[config.mk]
export PLATFORM = sky130hd
export DESIGN_NAME = gearshift_sequencer
export DESIGN_NICKNAME = d
export VERILOG_FILES = /design/src/sv/gshift_pkg.sv /design/src/sv/gearshift_sequencer.sv
export SDC_FILE = /design/constraint.sdc
export NUM_CORES = 1
export LEC_CHECK = 0
export CORE_MARGIN = 4
export CORE_UTILIZATION = 55
export DETAILED_ROUTE_END_ITERATION = 10
export DONT_BUFFER_PORTS = 1
export GPL_ROUTABILITY_DRIVEN = 0
export GPL_TIMING_DRIVEN = 1
export PLACE_DENSITY_LB_ADDON = 0.05
export SLEW_MARGIN = 30
export SYNTH_ARGS = -nofsm -noshare
export SYNTH_HDL_FRONTEND = slang
export SYNTH_SLANG_ARGS = --single-unit
[constraint.sdc]
create_clock -name clk -period 13.7 [get_ports clk]
set_input_delay 0.685 -clock clk [delete_from_list [all_inputs] [get_ports clk]]
set_output_delay 0.685 -clock clk [all_outputs]
set_load 0.01 [all_outputs]
[src/sv/gshift_pkg.sv]
// Shared types, codes and the phase mapping of the gear shift sequencer.
`timescale 1ns / 1ps

package gshift_pkg;

  typedef enum logic [1:0] {
    REG_PRESSURE_THR = 2'd0,
    REG_ACT_TIME     = 2'd1,
    REG_RPM_WINDOW   = 2'd2,
    REG_DELTA_THR    = 2'd3
  } cfg_reg_t;

  localparam logic [1:0] ACT_REST = 2'd0;
  localparam logic [1:0] ACT_PUSH = 2'd1;
  localparam logic [1:0] ACT_PULL = 2'd2;

  typedef enum logic [3:0] {
    ST_IDLE,
    ST_DN_SAMPLE,
    ST_DN_PRESS,
    ST_DN_ACT_START,
    ST_DN_ACT_HOLD,
    ST_DN_CHECK,
    ST_DN_DONE,
    ST_UP_SAMPLE,
    ST_UP_ACT_START,
    ST_UP_ACT_HOLD,
    ST_UP_CHECK,
    ST_UP_DONE
  } state_t;

  function automatic logic [2:0] phase_of(state_t st);
    logic [2:0] ph;
    case (st)
      ST_IDLE:         ph = 3'd0;
      ST_DN_SAMPLE:    ph = 3'd1;
      ST_DN_PRESS:     ph = 3'd2;
      ST_DN_ACT_START: ph = 3'd3;
      ST_DN_ACT_HOLD:  ph = 3'd4;
      ST_DN_CHECK:     ph = 3'd5;
      ST_DN_DONE:      ph = 3'd6;
      ST_UP_SAMPLE:    ph = 3'd1;
      ST_UP_ACT_START: ph = 3'd2;
      ST_UP_ACT_HOLD:  ph = 3'd3;
      ST_UP_CHECK:     ph = 3'd4;
      ST_UP_DONE:      ph = 3'd5;
      default:         ph = 3'd0;
    endcase
    return ph;
  endfunction

endpackage

[src/sv/gearshift_sequencer.sv]
// Paddle-driven gear shift sequencer: clutch, actuator and rpm check per control tick.
// The result of an item is registered and valid in the cycle after it is accepted.
// Throughput: one item per cycle while results are taken, set by the single state update per accepted item.
// The result register frees as its item is taken, so input and output may move together.
// Reset (rst, synchronous, active high) clears the sequence state, sets the gear to one,
// and loads the register defaults 512, 50, 200 and 10.
`timescale 1ns / 1ps

module gearshift_sequencer import gshift_pkg::*; #(
  parameter int TIME_WIDTH = 32
) (
  input  logic        clk,
  input  logic        rst,
  input  logic        cfg_we,
  input  logic [1:0]  cfg_addr,
  input  logic [15:0] cfg_data,
  input  logic        in_valid,
  output logic        in_ready,
  input  logic        down_paddle,
  input  logic        up_paddle,
  input  logic [7:0]  engine_rpm,
  input  logic [9:0]  clutch_pressure,
  input  logic [31:0] time_ms,
  output logic        out_valid,
  input  logic        out_ready,
  output logic        clutch_engage,
  output logic [1:0]  actuator_cmd,
  output logic [2:0]  shift_phase,
  output logic [7:0]  gear_now,
  output logic [7:0]  failed_tries,
  output logic [7:0]  rpm_change,
  output logic        shifting
);

  logic [9:0]  pressure_threshold;
  logic [15:0] actuation_time_ms;
  logic [15:0] rpm_window_ms;
  logic [7:0]  rpm_delta_threshold;

  state_t          state, state_next, work;
  logic [7:0]      gear, gear_next;
  logic [7:0]      fail_count, fail_count_next;
  logic [7:0]      delta_rpm, delta_rpm_next;
  logic [7:0]      start_rpm, start_rpm_next;
  logic [TIME_WIDTH-1:0] rpm_start_time, rpm_start_time_next;
  logic [TIME_WIDTH-1:0] act_start_time, act_start_time_next;
  logic            clutch_next;
  logic [1:0]      act_next;

  logic [TIME_WIDTH-1:0] now, act_elapsed, rpm_elapsed;
  logic            act_done, window_open;
  logic            accept;

  assign accept   = in_valid && in_ready;
  assign in_ready = !out_valid || out_ready;

  assign now         = TIME_WIDTH'(time_ms);
  assign act_elapsed = now - act_start_time;
  assign rpm_elapsed = now - rpm_start_time;
  assign act_done    = act_elapsed >= TIME_WIDTH'(actuation_time_ms);
  assign window_open = rpm_elapsed < TIME_WIDTH'(rpm_window_ms);

  always_ff @(posedge clk) begin
    if (rst) begin
      pressure_threshold  <= 10'd512;
      actuation_time_ms   <= 16'd50;
      rpm_window_ms       <= 16'd200;
      rpm_delta_threshold <= 8'd10;
    end else if (cfg_we) begin
      case (cfg_reg_t'(cfg_addr))
        REG_PRESSURE_THR: pressure_threshold  <= cfg_data[9:0];
        REG_ACT_TIME:     actuation_time_ms   <= cfg_data;
        REG_RPM_WINDOW:   rpm_window_ms       <= cfg_data;
        REG_DELTA_THR:    rpm_delta_threshold <= cfg_data[7:0];
        default: ;
      endcase
    end
  end

  always_comb begin
    work = state;
    if (state == ST_IDLE) begin
      if (down_paddle) begin
        work = ST_DN_SAMPLE;
      end else if (up_paddle) begin
        work = ST_UP_SAMPLE;
      end
    end

    state_next          = work;
    gear_next           = gear;
    fail_count_next     = fail_count;
    delta_rpm_next      = delta_rpm;
    start_rpm_next      = start_rpm;
    rpm_start_time_next = rpm_start_time;
    act_start_time_next = act_start_time;
    clutch_next         = 1'b0;
    act_next            = ACT_REST;

    case (work)
      ST_DN_SAMPLE: begin
        start_rpm_next      = engine_rpm;
        rpm_start_time_next = now;
        clutch_next         = 1'b1;
        state_next          = ST_DN_PRESS;
      end
      ST_DN_PRESS: begin
        clutch_next = 1'b1;
        if (clutch_pressure >= pressure_threshold) begin
          state_next = ST_DN_ACT_START;
        end
      end
      ST_DN_ACT_START: begin
        clutch_next         = 1'b1;
        act_next            = ACT_PULL;
        act_start_time_next = now;
        state_next          = ST_DN_ACT_HOLD;
      end
      ST_DN_ACT_HOLD: begin
        clutch_next = 1'b1;
        act_next    = ACT_PULL;
        if (act_done) begin
          state_next = ST_DN_CHECK;
        end
      end
      ST_DN_CHECK: begin
        if (engine_rpm > start_rpm) begin
          delta_rpm_next = engine_rpm - start_rpm;
        end
        if (!window_open) begin
          state_next      = ST_DN_SAMPLE;
          fail_count_next = fail_count + 8'd1;
        end else if (delta_rpm_next >= rpm_delta_threshold) begin
          state_next = ST_DN_DONE;
        end
      end
      ST_DN_DONE: begin
        state_next      = ST_IDLE;
        gear_next       = gear - 8'd1;
        fail_count_next = 8'd0;
        delta_rpm_next  = 8'd0;
      end
      ST_UP_SAMPLE: begin
        start_rpm_next      = engine_rpm;
        rpm_start_time_next = now;
        state_next          = ST_UP_ACT_START;
      end
      ST_UP_ACT_START: begin
        act_next            = ACT_PUSH;
        act_start_time_next = now;
        state_next          = ST_UP_ACT_HOLD;
      end
      ST_UP_ACT_HOLD: begin
        act_next = ACT_PUSH;
        if (act_done) begin
          state_next = ST_UP_CHECK;
        end
      end
      ST_UP_CHECK: begin
        if (start_rpm > engine_rpm) begin
          delta_rpm_next = start_rpm - engine_rpm;
        end
        if (!window_open) begin
          state_next      = ST_UP_SAMPLE;
          fail_count_next = fail_count + 8'd1;
        end else if (delta_rpm_next >= rpm_delta_threshold) begin
          state_next = ST_UP_DONE;
        end
      end
      ST_UP_DONE: begin
        state_next      = ST_IDLE;
        gear_next       = gear + 8'd1;
        fail_count_next = 8'd0;
        delta_rpm_next  = 8'd0;
      end
      default: ;
    endcase
  end

  always_ff @(posedge clk) begin
    if (rst) begin
      state          <= ST_IDLE;
      gear           <= 8'd1;
      fail_count     <= 8'd0;
      delta_rpm      <= 8'd0;
      start_rpm      <= 8'd0;
      rpm_start_time <= '0;
      act_start_time <= '0;
      clutch_engage  <= 1'b0;
      actuator_cmd   <= ACT_REST;
      out_valid      <= 1'b0;
    end else begin
      if (accept) begin
        state          <= state_next;
        gear           <= gear_next;
        fail_count     <= fail_count_next;
        delta_rpm      <= delta_rpm_next;
        start_rpm      <= start_rpm_next;
        rpm_start_time <= rpm_start_time_next;
        act_start_time <= act_start_time_next;
        clutch_engage  <= clutch_next;
        actuator_cmd   <= act_next;
        out_valid      <= 1'b1;
      end else if (out_ready) begin
        out_valid <= 1'b0;
      end
    end
  end

  assign shift_phase  = phase_of(state);
  assign gear_now     = gear;
  assign failed_tries = fail_count;
  assign rpm_change   = delta_rpm;
  assign shifting     = state != ST_IDLE;

  a_down_done_steps_gear: assert property (@(posedge clk) disable iff (rst)
    (accept && state == ST_DN_DONE) |=> gear_now == $past(gear_now) - 8'd1)
    else $error("completed downshift did not step the gear down");

  a_push_without_clutch: assert property (@(posedge clk) disable iff (rst)
    (out_valid && actuator_cmd == ACT_PUSH) |-> !clutch_engage)
    else $error("upshift push issued with the clutch engaged");

  a_idle_outputs_quiet: assert property (@(posedge clk) disable iff (rst)
    (out_valid && !shifting) |-> (actuator_cmd == ACT_REST && !clutch_engage))
    else $error("actuator or clutch active while no shift is running");

  a_fail_count_moves_on_item: assert property (@(posedge clk) disable iff (rst)
    !accept |=> $stable(failed_tries))
    else $error("failed attempt count changed without an accepted item");

endmodule

==> flow_metrics.py, run 1 <==
metrics = {
    "sta": {
        "setup_tns_ns": 0,
        "final-setup-viol-count": 0,
        "fin_worst_skew_ns": 0.0148,
        "slew_viol_final": 0,
        "final.min_clock_period_ns": 5.71,
        "finalHoldViolations": 0,
        "finalCritPeriodShare_pct": 41.7,
        "relSlewSlack_pct": 49.4,
        "holdWs_ns": 0.337,
        "tightest_slew_ns": 0.760,
        "rsz0062_at_grt": "no",
        "fmax_ghz": 0.175,
    },
    "setup_path": {
        "startpoint": "rpm_start_time[0]",
        "crit_top_cell": "a21o_1",
        "r2r-start": "rpm_start_time[0]",
        "r2r_cells": 23,
        "r2r-end": "shift_phase[1]",
        "critical_path_class": "reg2reg",
        "cp_slowest_cell": "or4_1",
        "required_ns": 14.01,
        "cp-end-kind": "flip-flop",
        "cp-start-kind": "flip-flop",
        "path_max_fanout": 6,
        "cpPeakStageDelay_ns": 0.42,
        "crit_path_cell_trace": "ha_1 > inv_1 > fa_1 > a21o_1 > a221o_1 > a21o_1 > a21oi_1 > o21ai_0 > a21o_1 > a21oi_1 > xnor2_1 > ha_1 > nand4_1 > or4_1 > o221ai_1 > or4_1 > a311o_1 > nor4_1 > nand4_1 > o21a_1 > a221oi_4 > nand3_1 > a32o_1",
        "critical_path_arrival_ns": 6.02,
        "r2r_slack_ns": 7.99,
    },
    "cts": {
        "clk_pin_slew_worst_paths_ns": 0.07,
        "cts_setup_buffers": 0,
        "clock-sinks": 157,
        "cts_resized": 0,
        "cts_tree": "built",
        "cts_buffers": 17,
        "clockBufferDepth": 2,
        "cts_root_buf": "clkbuf_16",
        "hold_buffers": 0,
        "cts_max_level": 4,
        "clk_latency_ns": 0.43,
    },
    "floorplanning": {
        "dieHeight_um": 159,
        "std_cell_rows": 55,
        "start_util_pct": 55.9,
        "die_area_mm2": 0.0254,
        "pin_count": 108,
        "die_x_um": 159,
        "core_area_mm2": 0.0226,
    },
    "global_routing": {
        "grt_pass1_wl_mm": 54.1,
        "overflow": 0,
        "grt_usage_pct": 25.5,
        "antenna_found_initial": 1,
        "grt_pass1_vias": 10600,
        "grt_max_degree": 152,
    },
    "synthesis": {
        "syn-num-nets": 1907,
        "syn_avg_cell_area_um2": 7.48,
        "synth_top_area_share_pct": 24.9,
        "synthTopCellsByArea": "dfxtp_1, ha_1, a21oi_1, nand2_1, nor2_1",
        "syn_inst": 1685,
        "yosys_warnings": 0,
        "yosysMostFrequentCell": "nand2_1",
        "synth_area_leader_cell": "dfxtp_1",
        "ys_seq_elements": 157,
        "synth_area_mm2": 0.0126,
        "synth_common_cells": "nand2_1, a21oi_1, nor2_1, dfxtp_1, inv_1",
        "async_flop_share_pct": 0,
        "yosysSeqAreaShare_pct": 24.9,
        "ys_types": 74,
        "synth_edf_count": 0,
        "synth_ff_type": "dfxtp_1",
    },
    "min_path": {
        "worstHoldPathType": "in2reg",
        "min_to": "gear_now[7]",
        "min_from": "rst",
        "holdPathStages": 1,
    },
    "pwr": {
        "p_leak_nw": 5.15,
        "powerDensity_mw_per_mm2": 103,
        "ir_drop_mv": 0.0638,
    },
    "route": {
        "drcViolationCount": 0,
        "first_pass_iters": 7,
        "ant_nets": 0,
        "routed_via_density": 5.96,
        "wirelength_mm": 33.2,
        "drt_iter0_markers": 695,
        "drt-wirelength-per-cell_um": 17.2,
        "vias": 11500,
    },
    "layout": {
        "num_antenna_cells": 0,
        "num-fill-cells": 2210,
        "layout.area.seq_mm2": 0.00314,
        "multiInputGateArea_mm2": 0.00862,
        "drive_gt1_share_pct": 4.20,
        "areaGrowthSynthToFinish_pct": 5.20,
        "fin_nets": 1853,
    },
    "outcome": {
        "outcome": "finished clean",
    },
    "run": {
        "cap_violations": 0,
    },
    "placed_design": {
        "port_buffers": 0,
        "dpl.hpwl_mm": 25.3,
    },
}
registers in the layout, summed over array words and instances (netlist names), 10 cells and up:
register	count
rpm_start_time	32
pressure_threshold	10
actuation_time_ms	16
rpm_window_ms	16
act_start_time	32
report_power, final:
group	switching, mW	internal [mW]
sequential	0.0167	0.477
combinational	0.237	0.171
clock	0.211	0.254
placed cells by master (no fill, tap or decap), drive strengths merged, types with 12 or more instances in the layout:
cell | synthesis | final
nor2 | 160 | 160
inv | 144 | 150
dfxtp | 157 | 157
nand2 | 221 | 221
a211o | 13 | 13
nand2b | 19 | 19
ha | 142 | 142
o211ai | 14 | 14
o21ai | 73 | 73
o21bai | 12 | 12
a21o | 38 | 38
nand4 | 22 | 22
a211oi | 20 | 20
and2 | 12 | 12
nor2b | 16 | 16
xor2 | 25 | 25
clkbuf | 63 | 19
and3 | 18 | 18
nor3 | 22 | 22
or3 | 17 | 17
mux2i | 50 | 50
o21a | 16 | 16
a21oi | 190 | 190
nand3 | 37 | 37
xnor2 | 35 | 35
cell families after synthesis:
family | after synthesis | share of synthesized area [%]
adder cells (fa/ha/maj) | 147 | 14.9
XOR/XNOR | 60 | 4.17
flip-flops | 157 | 24.9
buffers and inverters | 222 | 6.95
multiplexers | 60 | 4.86
AND/OR/NAND/NOR | 582 | 21.1
AO/OA/AOI/OAI | 457 | 23.1
worst max path at each step:
stage	to	slack [ns]
finish	shift_phase[1]	7.99
global route	shift_phase[2]	7.70
CTS	shift_phase[1]	7.99
detailed placement	shift_phase[1]	7.59
global placement	shift_phase[1]	7.75
floorplan	shift_phase[1]	8.23
per-stage QoR:
step | cell area [um^2] | cells | setup slack [ns] | util (%) | power [mW]
3_3_place_gp | 12700 | 1897 | 7.75 | 56.2 | 0.898
2_1_floorplan | 12600 | 1685 | 8.23 | - | 0.828
3_5_place_dp | 12700 | 1897 | 7.59 | 56.3 | 0.905
5_1_grt | 13300 | 1928 | 7.70 | 58.8 | 1.45
4_1_cts | 13300 | 1928 | 7.99 | 58.7 | 1.37
6_report | 13300 | 1928 | 7.99 | 58.8 | 1.37
per-layer routing:
metal | track usage [%] | vias up | part of all wire [%]
li1 | - | 5797 | -
met1 | 35.3 | 5309 | 46
met2 | 40.4 | 351 | 44
met3 | 6.73 | 33 | 8.1
met4 | 5.29 | 2 | 1.5
met5 | 0 | - | 0.024
layout make-up:
class                      instances  area share [%]
multi-input combinational       1306            65.0
timing repair buffer               5           0.283
inverter                         144            4.09
clock inverter                    12           0.953
tap                              285            2.69
sequential                       157            23.7
clock buffer                      19            3.26
critical path, delay by kind of cell, from the launching register on:
family | cells | cell delay (ns)
DFF | 1 | 0.33
and+or+nand+nor | 6 | 1.43
xor gates and xnor gates | 1 | 0.14
adders and majority gates | 3 | 0.80
AOI/OAI and AO/OA | 12 | 2.85
buffers and inverters | 1 | 0.05
Power figures use the tool's default switching activity.
==> run 2: changes to the inputs <==
==> constraint.sdc (replaced) <==
create_clock -name clk -period 4.6 [get_ports clk]
set_input_delay 0.23 -clock clk [delete_from_list [all_inputs] [get_ports clk]]
set_output_delay 0.23 -clock clk [all_outputs]
set_load 0.01 [all_outputs]
==> flow_metrics.py, run 2 (synthesis gave the netlist of run 1 again) <==
metrics = {
    "outcome": {
        "outcome": "finished with violations",
        "violations": "setup timing",
    },
    "setup_path": {
        "cp_slowest_cell": "or4_1",
        "cpPeakStageDelay_ns": 0.42,
        "path_delay_family": "compound AO/OA/AOI/OAI gates",
        "critPathBufInv": 3,
        "cp-start-kind": "flip-flop",
        "critical_path_class": "reg2reg",
        "crit_top_cell": "a21o_1",
        "path_max_fanout": 4,
        "crit_path_cell_trace": "ha_4 > inv_2 > fa_2 > a21o_1 > a221o_1 > a21o_1 > a21oi_2 > o21ai_2 > a21o_1 > a21oi_2 > xnor2_1 > ha_2 > nand4_1 > or4_4 > o221ai_2 > or4_1 > a311o_1 > nor4_2 > nand4_1 > buf_6 > buf_6 > o41a_1 > nor2b_4 > a32o_1",
        "critical_path_arrival_ns": 5.46,
        "required_ns": 4.92,
        "cp-end-kind": "flip-flop",
    },
    "layout": {
        "multiInputGateArea_mm2": 0.00879,
        "final_cells": 2074,
        "final_common_cell": "nand2_1",
        "drive_gt1_share_pct": 10.8,
        "layout.area.seq_mm2": 0.00315,
        "layout_common_cells": "nand2_1, a21oi_1, nor2_1",
        "num_antenna_cells": 0,
        "num-fill-cells": 2068,
        "reg_top3": "act_start_time: 32 flops, rpm_start_time: 32 flops",
        "fin_nets": 1998,
        "areaGrowthSynthToFinish_pct": 17.0,
    },
    "placed_design": {
        "dpl.hpwl_mm": 26.0,
        "preCtsSetupSlack_ns": -0.605,
        "dpl.cell_count": 1976,
        "port_buffers": 0,
    },
    "route": {
        "wirelength_mm": 36.4,
        "ant_nets": 0,
        "first_pass_iters": 6,
        "drt-wirelength-per-cell_um": 17.6,
        "vias": 12200,
        "drcViolationCount": 0,
        "drt_iter0_markers": 872,
        "routed_via_density": 5.86,
    },
    "sta": {
        "setup_tns_ns": -4.57,
        "finalCritPeriodShare_pct": 112,
        "finalHoldViolations": 0,
        "final-setup-viol-count": 15,
        "fmax_ghz": 0.195,
        "final.min_clock_period_ns": 5.13,
        "relSlewSlack_pct": 49.0,
        "tightest_slew_ns": 0.765,
        "setup_slack_ns": -0.535,
        "holdWs_ns": 0.0644,
        "fin_worst_skew_ns": 0.0259,
        "slew_viol_final": 0,
        "rsz0062_at_grt": "yes",
    },
    "global_routing": {
        "grt_pass1_wl_mm": 59.9,
        "overflow": 0,
        "grt_max_degree": 150,
        "grt_usage_pct": 28.1,
        "antenna_found_initial": 0,
        "grt_pass1_vias": 11600,
    },
    "floorplanning": {
        "pin_count": 108,
        "start_util_pct": 55.9,
        "die_x_um": 159,
        "dieHeight_um": 159,
        "die_area_mm2": 0.0254,
        "std_cell_rows": 55,
        "core_area_mm2": 0.0226,
    },
    "cts": {
        "clk_latency_ns": 0.45,
        "clock-sinks": 157,
        "cts_root_buf": "clkbuf_16",
        "cts_buffers": 17,
        "clockBufferDepth": 2,
        "cts_tree": "built",
        "cts_max_level": 4,
        "clk_pin_slew_worst_paths_ns": 0.08,
    },
    "pwr": {
        "ir_drop_mv": 0.254,
        "p_total_mw": 4.37,
        "powerDensity_mw_per_mm2": 296,
        "p_leak_nw": 5.87,
    },
    "min_path": {
        "worstHoldPathType": "in2reg",
    },
    "run": {
        "cap_violations": 0,
    },
}
## run 2: cell types whose count changed in the layout (fill, tap and decap cells not counted), moves of 4 or more
| cell | previous run | this run |
|---|---|---|
| buf_4 | 5 | 89 |
| inv_8 | 1 | 6 |
| o21ai_0 | 72 | 66 |
| a21oi_1 | 187 | 183 |
| clkinv_8 | 0 | 6 |
| dlygate4sd3_1 | 0 | 57 |
| inv_6 | 5 | 0 |
| a21oi_2 | 3 | 7 |
## run 2: area by class of cell
| type | count | area share, % |
|---|---|---|
| Multi-Input combinational cell | 1306 | 59.6 |
| Sequential cell | 157 | 21.3 |
| Timing Repair Buffer | 150 | 8.81 |
| Inverter | 144 | 3.68 |
| Clock buffer | 17 | 2.88 |
| Tap cell | 285 | 2.42 |
| Clock inverter | 15 | 1.28 |
## run 2: per-layer routing
metal / track usage (%) / up-vias / share of wire (%)
li1: - / 6083 / -
met2: 46.6 / 364 / 47
met3: 4.87 / 54 / 5.8
met5: 0 / - / 0
met1: 38.2 / 5653 / 46
met4: 7.26 / 0 / 2.1
## run 2: worst paths after layout
path                   startpoint              endpoint  slack (ns)  cells past startpoint
max             rpm_start_time[0]        shift_phase[1]       -0.53                     24
min                           rst        shift_phase[2]        0.06                      2
max reg2reg     rpm_start_time[0]        shift_phase[1]       -0.53                     24
min reg2reg  actuation_time_ms[9]  actuation_time_ms[9]        0.46                      2
## run 2: through the flow
stage	util (%)	area (um^2)
2_1_floorplan	-	12600
3_3_place_gp	59.0	13300
3_5_place_dp	59.0	13300
4_1_cts	65.1	14700
5_1_grt	65.3	14700
6_report	65.3	14700
## run 2: worst reg2reg max path, cell delays in order, from the launching register on
cell and delay, ns:
dfxtp_2 0.35, ha_4 0.13, inv_2 0.04, fa_2 0.38
a21o_1 0.19, a221o_1 0.32, a21o_1 0.18, a21oi_2 0.16
o21ai_2 0.09, a21o_1 0.17, a21oi_2 0.13, xnor2_1 0.14
ha_2 0.29, nand4_1 0.11, or4_4 0.14, o221ai_2 0.09
or4_1 0.42, a311o_1 0.30, nor4_2 0.17, nand4_1 0.15
buf_6 0.17, buf_6 0.11, o41a_1 0.42, nor2b_4 0.14
a32o_1 0.24
## run 2: power breakdown
group / internal [mW] / total [mW] / switching, mW
registers: 1.42 / 1.47 / 0.0493
logic: 0.640 / 1.44 / 0.799
clock network: 0.740 / 1.46 / 0.719
total: 2.80 / 4.37 / 1.57
## run 2: timing repair
action | in CTS | in global routing
setup endpoints to repair | 15 | 15
buffers inserted | 8 | 1
gates cloned | 0 | 0
pin swaps | 33 | 12
gates resized for setup | 32 | 7
hold buffers | 58 | 0
endpoints found under the hold margin | 149 | 0
